==> src/sv/llm_pkg.sv <==
// Shared types, constants and the smoothing function of the load level monitor.
package llm_pkg;

    localparam int COUNT_WIDTH_DEF = 32;
    localparam int OCC_WIDTH_DEF   = 16;

    // Q1.16 fixed point
    localparam logic [16:0] ONE_Q16   = 17'd65536;
    localparam logic [63:0] ALPHA_Q16 = 64'd21627;
    localparam logic [63:0] KEEP_Q16  = 64'd65536 - 64'd21627;
    localparam logic [63:0] ROUND_Q16 = 64'd32768;

    // handshakes per microsecond to per second
    localparam logic [31:0] US_PER_S = 32'd1000000;

    typedef enum logic [1:0] {
        LVL_NORMAL   = 2'd0,
        LVL_ELEVATED = 2'd1,
        LVL_OVER     = 2'd2
    } t_level;

    typedef enum logic [2:0] {
        CFG_RATE_HIGH    = 3'd0,
        CFG_RATE_LOW     = 3'd1,
        CFG_QUEUE_HIGH   = 3'd2,
        CFG_QUEUE_LOW    = 3'd3,
        CFG_PENDING_HIGH = 3'd4,
        CFG_PENDING_LOW  = 3'd5,
        CFG_RATIO_MIN    = 3'd6,
        CFG_RATIO_LOW    = 3'd7
    } t_cfg_index;

    // divider operation of the sequencer
    typedef enum logic [1:0] {
        OP_QUEUE   = 2'd0,
        OP_PENDING = 2'd1,
        OP_RATE    = 2'd2,
        OP_RATIO   = 2'd3
    } t_op;

    typedef enum logic [2:0] {
        ST_IDLE,
        ST_LOAD,
        ST_DIV,
        ST_SMOOTH,
        ST_DELTA,
        ST_MULT,
        ST_DECIDE
    } t_state;

    typedef struct packed {
        logic [15:0] queue_used;
        logic [15:0] queue_size;
        logic [15:0] pending_used;
        logic [15:0] pending_size;
        logic [31:0] received_total;
        logic [31:0] completed_total;
        logic [47:0] time_us;
    } t_sample;

    typedef struct packed {
        logic [1:0]  load_level;
        logic        level_changed;
        logic [31:0] change_count;
        logic [31:0] smoothed_rate;
        logic [16:0] smoothed_queue;
        logic [16:0] smoothed_pending;
        logic [16:0] smoothed_ratio;
    } t_result;

    // new = (prev*(1-alpha) + sample*alpha + 0.5) >> 16
    function automatic logic [31:0] smooth_q(logic [31:0] prev, logic [31:0] sample);
        logic [63:0] acc;
        acc = {32'd0, prev} * KEEP_Q16 + {32'd0, sample} * ALPHA_Q16 + ROUND_Q16;
        return acc[47:16];
    endfunction

endpackage

==> src/sv/llm_if.sv <==
// Valid/ready channel interfaces for samples, results and register writes.
interface llm_in_if;
    logic              valid;
    logic              ready;
    llm_pkg::t_sample  data;
    modport source (output valid, output data, input ready);
    modport sink   (input valid, input data, output ready);
endinterface

interface llm_out_if;
    logic              valid;
    logic              ready;
    llm_pkg::t_result  data;
    modport source (output valid, output data, input ready);
    modport sink   (input valid, input data, output ready);
endinterface

interface llm_cfg_if;
    logic        valid;
    logic        ready;
    logic [2:0]  index;
    logic [31:0] data;
    modport source (output valid, output index, output data, input ready);
    modport sink   (input valid, input index, input data, output ready);
endinterface

==> src/sv/load_level_monitor.sv <==
// Load level monitor: sequencer around one shared restoring divider.
//
// One sample is taken at a time. A sample runs up to four divisions (queue
// fraction, pending fraction, handshake rate, completion ratio) on one shared
// divider that retires one quotient bit per cycle, each division followed by a
// smoothing step. Saturated or zero-capacity divisions skip the divider, and
// the first sample after reset only runs the two fractions. The result sits in
// an output register, so the next sample is taken while it waits. Registers are
// written over their own channel; the user must write them only while the block
// is idle, which the block itself does not enforce.
module load_level_monitor #(
    parameter int COUNT_WIDTH = llm_pkg::COUNT_WIDTH_DEF,
    parameter int OCC_WIDTH   = llm_pkg::OCC_WIDTH_DEF
) (
    input  logic           i_clk,
    input  logic           i_rst_n,
    llm_in_if.sink         i_in,
    llm_cfg_if.sink        i_cfg,
    llm_out_if.source      o_out
);

    localparam int OW = (OCC_WIDTH < 16) ? OCC_WIDTH : 16;
    localparam int CW = (COUNT_WIDTH < 32) ? COUNT_WIDTH : 32;
    localparam logic [15:0] OCC_MASK = 16'((64'd1 << OW) - 64'd1);
    localparam logic [31:0] CNT_MASK = 32'((64'd1 << CW) - 64'd1);

    // configuration
    logic [23:0] r_rate_high, r_rate_low;
    logic [16:0] r_queue_high, r_queue_low, r_pending_high, r_pending_low, r_ratio_low;
    logic [31:0] r_ratio_min;

    // sequencer and datapath
    llm_pkg::t_state r_state, n_state;
    llm_pkg::t_op    r_op, n_op;
    llm_pkg::t_sample r_smp, n_smp;
    logic        r_eval, n_eval;
    logic        r_primed, n_primed;
    logic [47:0] r_prev_time, n_prev_time;
    logic [31:0] r_prev_rx, n_prev_rx, r_prev_cx, n_prev_cx;
    logic [31:0] r_dr, n_dr, r_dc, n_dc;
    logic [47:0] r_el, n_el;
    logic [63:0] r_num, n_num;
    logic [47:0] r_den, n_den;
    logic [47:0] r_rem, n_rem;
    logic [31:0] r_quo, n_quo;
    logic [5:0]  r_cnt, n_cnt;
    logic [31:0] r_sample, n_sample;
    logic [16:0] r_qavg, n_qavg, r_pavg, n_pavg, r_ratavg, n_ratavg;
    logic [31:0] r_ravg, n_ravg;
    llm_pkg::t_level r_level, n_level;
    logic [31:0] r_changes, n_changes;
    logic        r_out_valid, n_out_valid;
    llm_pkg::t_result r_out, n_out;

    // combinational helpers
    logic [63:0] ld_num;
    logic [47:0] ld_den;
    logic        wide;
    logic        sat;
    logic [48:0] trial;
    logic        ge;
    logic [31:0] sm_prev;
    logic [31:0] smoothed;
    logic [31:0] rl_q8, rh_q8;
    logic        susp, high, low;
    llm_pkg::t_level decided;

    assign i_in.ready  = (r_state == llm_pkg::ST_IDLE);
    assign i_cfg.ready = 1'b1;
    assign o_out.valid = r_out_valid;
    assign o_out.data  = r_out;

    // configuration writes
    always_ff @(posedge i_clk) begin
        if (!i_rst_n) begin
            r_rate_high    <= 24'd1000;
            r_rate_low     <= 24'd200;
            r_queue_high   <= 17'd52429;
            r_queue_low    <= 17'd19661;
            r_pending_high <= 17'd52429;
            r_pending_low  <= 17'd19661;
            r_ratio_min    <= 32'd16;
            r_ratio_low    <= 17'd32768;
        end else if (i_cfg.valid) begin
            unique case (llm_pkg::t_cfg_index'(i_cfg.index))
                llm_pkg::CFG_RATE_HIGH:    r_rate_high    <= i_cfg.data[23:0];
                llm_pkg::CFG_RATE_LOW:     r_rate_low     <= i_cfg.data[23:0];
                llm_pkg::CFG_QUEUE_HIGH:   r_queue_high   <= i_cfg.data[16:0];
                llm_pkg::CFG_QUEUE_LOW:    r_queue_low    <= i_cfg.data[16:0];
                llm_pkg::CFG_PENDING_HIGH: r_pending_high <= i_cfg.data[16:0];
                llm_pkg::CFG_PENDING_LOW:  r_pending_low  <= i_cfg.data[16:0];
                llm_pkg::CFG_RATIO_MIN:    r_ratio_min    <= i_cfg.data;
                llm_pkg::CFG_RATIO_LOW:    r_ratio_low    <= i_cfg.data[16:0];
                default: ;
            endcase
        end
    end

    // divider operand select per operation
    always_comb begin
        wide = (r_op == llm_pkg::OP_RATE);
        case (r_op)
            llm_pkg::OP_QUEUE: begin
                ld_num = {32'd0, r_smp.queue_used, 16'd0};
                ld_den = {32'd0, r_smp.queue_size};
            end
            llm_pkg::OP_PENDING: begin
                ld_num = {32'd0, r_smp.pending_used, 16'd0};
                ld_den = {32'd0, r_smp.pending_size};
            end
            llm_pkg::OP_RATE: begin
                ld_num = r_num;
                ld_den = r_el;
            end
            default: begin
                ld_num = {16'd0, r_dc, 16'd0};
                ld_den = {16'd0, r_dr};
            end
        endcase
        // quotient would not fit the bits the divider retires
        if (wide) sat = ({16'd0, ld_num[63:32]} >= ld_den);
        else      sat = ({1'b0, ld_num[63:17]} >= ld_den);
    end

    // one divider step
    assign trial = {r_rem, r_num[r_cnt]};
    assign ge    = (trial >= {1'b0, r_den});

    // shared smoother: select the running average, then one smoothing unit
    always_comb begin
        case (r_op)
            llm_pkg::OP_QUEUE:   sm_prev = {15'd0, r_qavg};
            llm_pkg::OP_PENDING: sm_prev = {15'd0, r_pavg};
            llm_pkg::OP_RATE:    sm_prev = r_ravg;
            default:             sm_prev = {15'd0, r_ratavg};
        endcase
        smoothed = llm_pkg::smooth_q(sm_prev, r_sample);
    end

    // level decision with hysteresis
    always_comb begin
        rl_q8 = {r_rate_low, 8'd0};
        rh_q8 = {r_rate_high, 8'd0};
        susp  = (r_ravg >= rl_q8) && (r_ratavg < r_ratio_low);
        high  = (r_ravg >= rh_q8) || (r_qavg >= r_queue_high) || (r_pavg >= r_pending_high);
        low   = (r_ravg <= rl_q8) && (r_qavg <= r_queue_low) && (r_pavg <= r_pending_low);
        if (!r_eval)          decided = r_level;
        else if (high || susp) decided = llm_pkg::LVL_OVER;
        else if (low)          decided = llm_pkg::LVL_NORMAL;
        else if (r_level == llm_pkg::LVL_OVER) decided = llm_pkg::LVL_OVER;
        else                   decided = llm_pkg::LVL_ELEVATED;
    end

    // sequencer: next state and datapath
    always_comb begin
        n_state     = r_state;
        n_op        = r_op;
        n_smp       = r_smp;
        n_eval      = r_eval;
        n_primed    = r_primed;
        n_prev_time = r_prev_time;
        n_prev_rx   = r_prev_rx;
        n_prev_cx   = r_prev_cx;
        n_dr        = r_dr;
        n_dc        = r_dc;
        n_el        = r_el;
        n_num       = r_num;
        n_den       = r_den;
        n_rem       = r_rem;
        n_quo       = r_quo;
        n_cnt       = r_cnt;
        n_sample    = r_sample;
        n_qavg      = r_qavg;
        n_pavg      = r_pavg;
        n_ratavg    = r_ratavg;
        n_ravg      = r_ravg;
        n_level     = r_level;
        n_changes   = r_changes;
        n_out_valid = r_out_valid && !o_out.ready;
        n_out       = r_out;

        unique case (r_state)
            llm_pkg::ST_IDLE: begin
                if (i_in.valid) begin
                    n_smp.queue_used      = i_in.data.queue_used & OCC_MASK;
                    n_smp.queue_size      = i_in.data.queue_size & OCC_MASK;
                    n_smp.pending_used    = i_in.data.pending_used & OCC_MASK;
                    n_smp.pending_size    = i_in.data.pending_size & OCC_MASK;
                    n_smp.received_total  = i_in.data.received_total & CNT_MASK;
                    n_smp.completed_total = i_in.data.completed_total & CNT_MASK;
                    n_smp.time_us         = i_in.data.time_us;
                    n_op    = llm_pkg::OP_QUEUE;
                    n_state = llm_pkg::ST_LOAD;
                end
            end
            llm_pkg::ST_LOAD: begin
                n_num = ld_num;
                n_den = ld_den;
                if (ld_den == 48'd0) begin
                    // zero capacity gives 0; zero received gives ratio 1.0
                    n_sample = (r_op == llm_pkg::OP_RATIO) ? {15'd0, llm_pkg::ONE_Q16} : 32'd0;
                    n_state  = llm_pkg::ST_SMOOTH;
                end else if (sat) begin
                    n_sample = wide ? 32'hFFFF_FFFF : {15'd0, llm_pkg::ONE_Q16};
                    n_state  = llm_pkg::ST_SMOOTH;
                end else begin
                    n_rem   = wide ? {16'd0, ld_num[63:32]} : {1'b0, ld_num[63:17]};
                    n_cnt   = wide ? 6'd31 : 6'd16;
                    n_quo   = 32'd0;
                    n_state = llm_pkg::ST_DIV;
                end
            end
            llm_pkg::ST_DIV: begin
                n_rem = ge ? 48'(trial - {1'b0, r_den}) : trial[47:0];
                n_quo = {r_quo[30:0], ge};
                n_cnt = r_cnt - 6'd1;
                if (r_cnt == 6'd0) begin
                    n_sample = (!wide && (n_quo > {15'd0, llm_pkg::ONE_Q16}))
                             ? {15'd0, llm_pkg::ONE_Q16} : n_quo;
                    n_state  = llm_pkg::ST_SMOOTH;
                end
            end
            llm_pkg::ST_SMOOTH: begin
                case (r_op)
                    llm_pkg::OP_QUEUE: begin
                        n_qavg  = smoothed[16:0];
                        n_op    = llm_pkg::OP_PENDING;
                        n_state = llm_pkg::ST_LOAD;
                    end
                    llm_pkg::OP_PENDING: begin
                        n_pavg = smoothed[16:0];
                        if (!r_primed) begin
                            // first sample only primes the history
                            n_primed    = 1'b1;
                            n_prev_time = r_smp.time_us;
                            n_prev_rx   = r_smp.received_total;
                            n_prev_cx   = r_smp.completed_total;
                            n_eval      = 1'b0;
                            n_state     = llm_pkg::ST_DECIDE;
                        end else begin
                            n_eval  = 1'b1;
                            n_state = llm_pkg::ST_DELTA;
                        end
                    end
                    llm_pkg::OP_RATE: begin
                        n_ravg = smoothed;
                        if (r_dr >= r_ratio_min) begin
                            n_op    = llm_pkg::OP_RATIO;
                            n_state = llm_pkg::ST_LOAD;
                        end else begin
                            n_state = llm_pkg::ST_DECIDE;
                        end
                    end
                    default: begin
                        n_ratavg = smoothed[16:0];
                        n_state  = llm_pkg::ST_DECIDE;
                    end
                endcase
            end
            llm_pkg::ST_DELTA: begin
                if (r_smp.time_us > r_prev_time) begin
                    n_el = r_smp.time_us - r_prev_time;
                    n_dr = (r_smp.received_total >= r_prev_rx)
                         ? r_smp.received_total - r_prev_rx : 32'd0;
                    n_dc = (r_smp.completed_total >= r_prev_cx)
                         ? r_smp.completed_total - r_prev_cx : 32'd0;
                    n_prev_time = r_smp.time_us;
                    n_prev_rx   = r_smp.received_total;
                    n_prev_cx   = r_smp.completed_total;
                    n_state     = llm_pkg::ST_MULT;
                end else begin
                    n_state = llm_pkg::ST_DECIDE;
                end
            end
            llm_pkg::ST_MULT: begin
                // received * 256e6 as (received * 1e6) << 8
                n_num   = ({32'd0, r_dr} * {32'd0, llm_pkg::US_PER_S}) << 8;
                n_op    = llm_pkg::OP_RATE;
                n_state = llm_pkg::ST_LOAD;
            end
            llm_pkg::ST_DECIDE: begin
                if (!r_out_valid || o_out.ready) begin
                    n_level                = decided;
                    n_out.load_level       = decided;
                    n_out.level_changed    = (decided != r_level);
                    n_changes              = r_changes + ((decided != r_level) ? 32'd1 : 32'd0);
                    n_out.change_count     = n_changes;
                    n_out.smoothed_rate    = r_ravg;
                    n_out.smoothed_queue   = r_qavg;
                    n_out.smoothed_pending = r_pavg;
                    n_out.smoothed_ratio   = r_ratavg;
                    n_out_valid            = 1'b1;
                    n_state                = llm_pkg::ST_IDLE;
                end
            end
            default: n_state = llm_pkg::ST_IDLE;
        endcase
    end

    // state register
    always_ff @(posedge i_clk) begin
        if (!i_rst_n) begin
            r_state     <= llm_pkg::ST_IDLE;
            r_op        <= llm_pkg::OP_QUEUE;
            r_eval      <= 1'b0;
            r_primed    <= 1'b0;
            r_prev_time <= 48'd0;
            r_prev_rx   <= 32'd0;
            r_prev_cx   <= 32'd0;
            r_qavg      <= 17'd0;
            r_pavg      <= 17'd0;
            r_ravg      <= 32'd0;
            r_ratavg    <= llm_pkg::ONE_Q16;
            r_level     <= llm_pkg::LVL_NORMAL;
            r_changes   <= 32'd0;
            r_out_valid <= 1'b0;
        end else begin
            r_state     <= n_state;
            r_op        <= n_op;
            r_eval      <= n_eval;
            r_primed    <= n_primed;
            r_prev_time <= n_prev_time;
            r_prev_rx   <= n_prev_rx;
            r_prev_cx   <= n_prev_cx;
            r_qavg      <= n_qavg;
            r_pavg      <= n_pavg;
            r_ravg      <= n_ravg;
            r_ratavg    <= n_ratavg;
            r_level     <= n_level;
            r_changes   <= n_changes;
            r_out_valid <= n_out_valid;
        end
    end

    // payload registers
    always_ff @(posedge i_clk) begin
        r_smp    <= n_smp;
        r_dr     <= n_dr;
        r_dc     <= n_dc;
        r_el     <= n_el;
        r_num    <= n_num;
        r_den    <= n_den;
        r_rem    <= n_rem;
        r_quo    <= n_quo;
        r_cnt    <= n_cnt;
        r_sample <= n_sample;
        r_out    <= n_out;
    end

`ifndef SYNTHESIS
    // averages of fractions never pass 1.0
    a_frac_range: assert property (@(posedge i_clk) disable iff (!i_rst_n)
        (r_qavg <= llm_pkg::ONE_Q16) && (r_pavg <= llm_pkg::ONE_Q16)
        && (r_ratavg <= llm_pkg::ONE_Q16))
        else $error("smoothed fraction above 1.0");

    // a held result carries the current change count
    a_count_match: assert property (@(posedge i_clk) disable iff (!i_rst_n)
        r_out_valid |-> (r_out.change_count == r_changes))
        else $error("result change count out of step");

    // a new result only comes from the decision step
    a_out_source: assert property (@(posedge i_clk) disable iff (!i_rst_n)
        $rose(r_out_valid) |-> ($past(r_state) == llm_pkg::ST_DECIDE))
        else $error("result raised outside decision");

    // divider never leaves with a live count
    a_div_exit: assert property (@(posedge i_clk) disable iff (!i_rst_n)
        (r_state == llm_pkg::ST_DIV && r_cnt != 6'd0) |=> (r_state == llm_pkg::ST_DIV))
        else $error("divider left early");
`endif

endmodule

==> src/flat_wrapper.sv <==
// flat-port wrapper written by rule: the top's interface ports become plain ports
module load_level_monitor_flat 
#(
    parameter int COUNT_WIDTH = llm_pkg::COUNT_WIDTH_DEF,
    parameter int OCC_WIDTH   = llm_pkg::OCC_WIDTH_DEF
)
  (i_clk, i_rst_n, i_in_valid, i_in_data, i_in_ready, i_cfg_valid, i_cfg_index, i_cfg_data, i_cfg_ready, o_out_valid, o_out_data, o_out_ready);
  llm_in_if i_in_i ();
  llm_cfg_if i_cfg_i ();
  llm_out_if o_out_i ();
  input  logic i_clk;
  input  logic i_rst_n;
  input wire logic [$bits(i_in_i.valid)-1:0] i_in_valid;
  input wire logic [$bits(i_in_i.data)-1:0] i_in_data;
  output wire logic [$bits(i_in_i.ready)-1:0] i_in_ready;
  input wire logic [$bits(i_cfg_i.valid)-1:0] i_cfg_valid;
  input wire logic [$bits(i_cfg_i.index)-1:0] i_cfg_index;
  input wire logic [$bits(i_cfg_i.data)-1:0] i_cfg_data;
  output wire logic [$bits(i_cfg_i.ready)-1:0] i_cfg_ready;
  output wire logic [$bits(o_out_i.valid)-1:0] o_out_valid;
  output wire logic [$bits(o_out_i.data)-1:0] o_out_data;
  input wire logic [$bits(o_out_i.ready)-1:0] o_out_ready;
  assign i_in_i.valid = i_in_valid;
  assign i_in_i.data = i_in_data;
  assign i_in_ready = i_in_i.ready;
  assign i_cfg_i.valid = i_cfg_valid;
  assign i_cfg_i.index = i_cfg_index;
  assign i_cfg_i.data = i_cfg_data;
  assign i_cfg_ready = i_cfg_i.ready;
  assign o_out_valid = o_out_i.valid;
  assign o_out_data = o_out_i.data;
  assign o_out_i.ready = o_out_ready;
  load_level_monitor #(.COUNT_WIDTH(COUNT_WIDTH), .OCC_WIDTH(OCC_WIDTH)) u_core (.i_clk(i_clk), .i_rst_n(i_rst_n), .i_in(i_in_i), .i_cfg(i_cfg_i), .o_out(o_out_i));
endmodule
==> config.mk <==
export PLATFORM = sky130hd
export DESIGN_NAME = load_level_monitor_flat
export DESIGN_NICKNAME = d
export VERILOG_FILES = /design/src/sv/llm_pkg.sv /design/src/sv/llm_if.sv /design/src/sv/load_level_monitor.sv /design/src/flat_wrapper.sv
export SDC_FILE = /design/constraint.sdc
export NUM_CORES = 2
export LEC_CHECK = 0
export ABC_AREA = 1
export BUFFER_PORTS_ARGS = -buffer_cell sky130_fd_sc_hd__buf_2
export CAP_MARGIN = 40
export CORE_MARGIN = 2
export CORE_UTILIZATION = 65
export CTS_BUF_LIST = sky130_fd_sc_hd__clkbuf_2 sky130_fd_sc_hd__clkbuf_4 sky130_fd_sc_hd__clkbuf_8
export CTS_CLUSTER_DIAMETER = 100
export DETAILED_ROUTE_END_ITERATION = 7
export PLACE_DENSITY = 0.83
export SLEW_MARGIN = 5
export SYNTH_ARGS = -nofsm -noshare
export SYNTH_HDL_FRONTEND = slang
export SYNTH_SLANG_ARGS = --single-unit
==> constraint.sdc <==
create_clock -name i_clk -period 12.4 [get_ports i_clk]
set_input_delay 1.24 -clock i_clk [delete_from_list [all_inputs] [get_ports i_clk]]
set_output_delay 1.24 -clock i_clk [all_outputs]
set_load 0.05 [all_outputs]
==> results.toml <==
[sta]
fin_tns_setup_ns = 0
fmaxAchievable_mhz = 106
period_share_pct = 76.3
hold_viol_final = 0
slew_violations = 0
finalSetupViolations = 0
slew_headroom_pct = 24.9
rsz0062_at_grt = "no"
period_minus_slack_ns = 9.46
fin_skew_ns = 0.0665
worstMarginPinSlew_ns = 1.11

[route]
drtIter0Drc = 7363
wl_um = 265000
topRoutingLayerUsed = "met5"
ant_nets = 0
wl_per_cell_um = 22.5
vias_per_cell = 5.92
wl_met3_um = 25000
firstDrtPassIters = 8
vias = 69600
drc = 4
met2_length_um = 121000
wl_met1_um = 97900

[synthesis]
netlist_top_cells_area = "edfxtp_1 (23%), fa_1 (14%), ha_1 (14%), dfxtp_1 (9.9%), inv_1 (9.1%)"
synth_edf_count = 621
syn-mean-instance-area_um2 = 8.51
synthAdderAreaFrac_pct = 28.5
synth_seq_cells = 1023
async_flop_share_pct = 0
yosysMostFrequentCell = "inv_1"
yosys-top-cells-count = "inv_1 (1983), nand2_1 (1545), ha_1 (925)"
ys_warn_count = 0
yosysSeqAreaShare_pct = 32.7
synth_compound_area_share_pct = 12.0
synthFlopType = "edfxtp_1"
yosysTopAreaCell = "edfxtp_1"
synthMuxAreaShare_pct = 0
synth_top_family_by_area = "adder cells"
syn_inst = 9585
synth_area_um2 = 81600
synth_top_cell_area_share_pct = 22.9
synth_cell_type_count = 59
synth_nets = 11300
yosys.area_share.simple_pct = 14.2
synth-xor-area-share_pct = 2.23

[die]
die_width_um = 358
start_util_pct = 65.7
dieArea_um2 = 128000
core_um2 = 124000
fp.dieH_um = 358
ios = 337
row_count = 129

[setup_path]
reg2reg_slack_ns = 2.94
cp.arrival_ns = 10.21
max_stage_delay_ns = 0.96
startpoint_type = "flop"
r2r-start = "u_core.r_op[0]"
crit_required_ns = 13.15
critPathMaxFanout = 43
reg2reg_to = "u_core.r_ravg[17]"
r2r_cells = 31
crit_path_frequent_cell = "fa_1"
slowest_stage = "dfxtp_2"
critPathKind = "reg2reg"
endpoint_kind = "flop"

[global_route]
grt_pass1_wl_um = 400000
grt_pass1_vias = 70000
grtUsageTotal_pct = 41.2
grt_max_degree = 117
overflow = 0
antenna_found_initial = 14

[clock_tree]
cts-root-buf = "clkbuf_8"
cts_buffers = 169
hold_buffers = 0
cts_setup_buffers = 0
path_clk_slew_ns = 0.06
clockBufferDepth = 3
cts_tree = "done"
postCtsResizedCells = 0
clk_latency_ns = 0.93
htreeDepth = 4
clock-sinks = 1023

[run]
max-cap-violations = 0

[worst_hold_path]
whs_path_depth = 0
holdCritPathClass = "reg2reg"
hold_path_end = "u_core.o_out.data[0]"
hold_start = "u_core.r_ratavg[0]"

[status]
outcome = "finished, violations left"
violations = "design-rule violations"

[finish]
n_fill_cell = 9385
final_nets = 11700
syn_to_final_growth_pct = 8.80
multi_input_area_um2 = 46500
drive_gt1_share_pct = 7.67
seq_area_um2 = 26700

[place]
place_congestion = 1.04
portBuffers = 335
dp_hpwl_um = 211000
[routing by layer]
layer  vias up  GRT usage, %
li1      31800             -
met1     33100          49.8
met2      3653          66.5
met3       967          9.09
met4         8          27.2
met5         -             0
[critical path, delay by kind of cell, from the launching register on]
| family | cells | cell delay [ns] |
|---|---|---|
| compound gates | 3 | 1.29 |
| fa+ha+maj | 9 | 4.34 |
| buf+inv | 8 | 1.19 |
| flops | 1 | 0.96 |
| simple gates | 11 | 1.55 |
[state kept, by name, indices dropped and copies added (netlist names), 24 cells and up]
register            flops
u_core.r_dr            32
u_core.r_ravg          32
u_core.r_prev_rx       32
u_core.r_den           48
u_core.o_out.data     118
u_core.r_changes       32
u_core.r_prev_time     48
u_core.r_rate_high     24
u_core.r_el            48
u_core.r_dc            32
u_core.r_num           50
u_core.r_prev_cx       32
u_core.r_sample        32
u_core.r_smp          176
u_core.r_rem           48
u_core.r_rate_low      24
u_core.r_ratio_min     32
u_core.r_quo           31
[layout by cell type, fill, tap and decap left out, types with 56 or more instances in the layout]
master	synthesis	final
a21oi_1	710	709
buf_2	26	336
buf_4	9	56
clkbuf_4	0	65
clkbuf_8	0	194
dfxtp_1	402	400
edfxtp_1	621	621
fa_1	582	582
ha_1	925	925
inv_1	1983	1980
nand2_1	1545	1543
nand3_1	257	257
nand4_1	81	81
nor2_1	775	769
nor3_1	78	77
o211ai_1	67	67
o21ai_0	698	698
xnor2_1	86	86
xor2_1	122	122
[logic make-up after synthesis]
| kind of cell | after synthesis |
|---|---|
| AO/OA/AOI/OAI | 1788 |
| XOR/XNOR | 208 |
| adder cells (fa/ha/maj) | 1507 |
| buffers and inverters | 2217 |
| flip-flops | 1023 |
| other | 1 |
| AND/OR/NAND/NOR | 2841 |
[area by class of cell]
type	instances	area share, %
well taps	1637	2.31
diodes	10	0.0282
clock inverters	54	0.448
clock buffers	258	3.54
multi-input cells	6345	52.4
flip-flops and latches	1023	30.1
repair buffers	404	2.70
inverters	2010	8.51
[through the flow]
| stage | std cells | cell area (um^2) | utilization (%) | worst slack, ns | hold slack, ns |
|---|---|---|---|---|---|
| finish | 11700 | 88800 | 71.5 | 2.94 | 0.447 |
| floorplan | 9585 | 81600 | - | 2.48 | 0.408 |
| detailed placement | 11400 | 85200 | 68.6 | 3.17 | 0.426 |
| global placement | 11400 | 84900 | 68.4 | 3.38 | 0.417 |
| CTS | 11700 | 88700 | 71.5 | 3.17 | 0.424 |
| global route | 11700 | 88800 | 71.5 | 2.49 | 0.460 |
[how the worst max path moves through the flow]
stage | start | endpoint | slack, ns | cells past startpoint
2_1_floorplan | u_core.r_state[0] | u_core.r_cnt[0] | 2.48 | 8
3_3_place_gp | u_core.r_op[0] | u_core.r_pavg[15] | 3.38 | 32
3_5_place_dp | u_core.r_op[0] | u_core.r_ratavg[9] | 3.17 | 30
4_1_cts | u_core.r_op[0] | u_core.r_ravg[17] | 3.17 | 31
5_1_grt | u_core.r_op[0] | u_core.r_ravg[25] | 2.49 | 31
6_report | u_core.r_op[0] | u_core.r_ravg[17] | 2.94 | 31
Power is not shown: default switching activity piles up to over one toggle a cycle in this logic, so the estimate is an artifact.
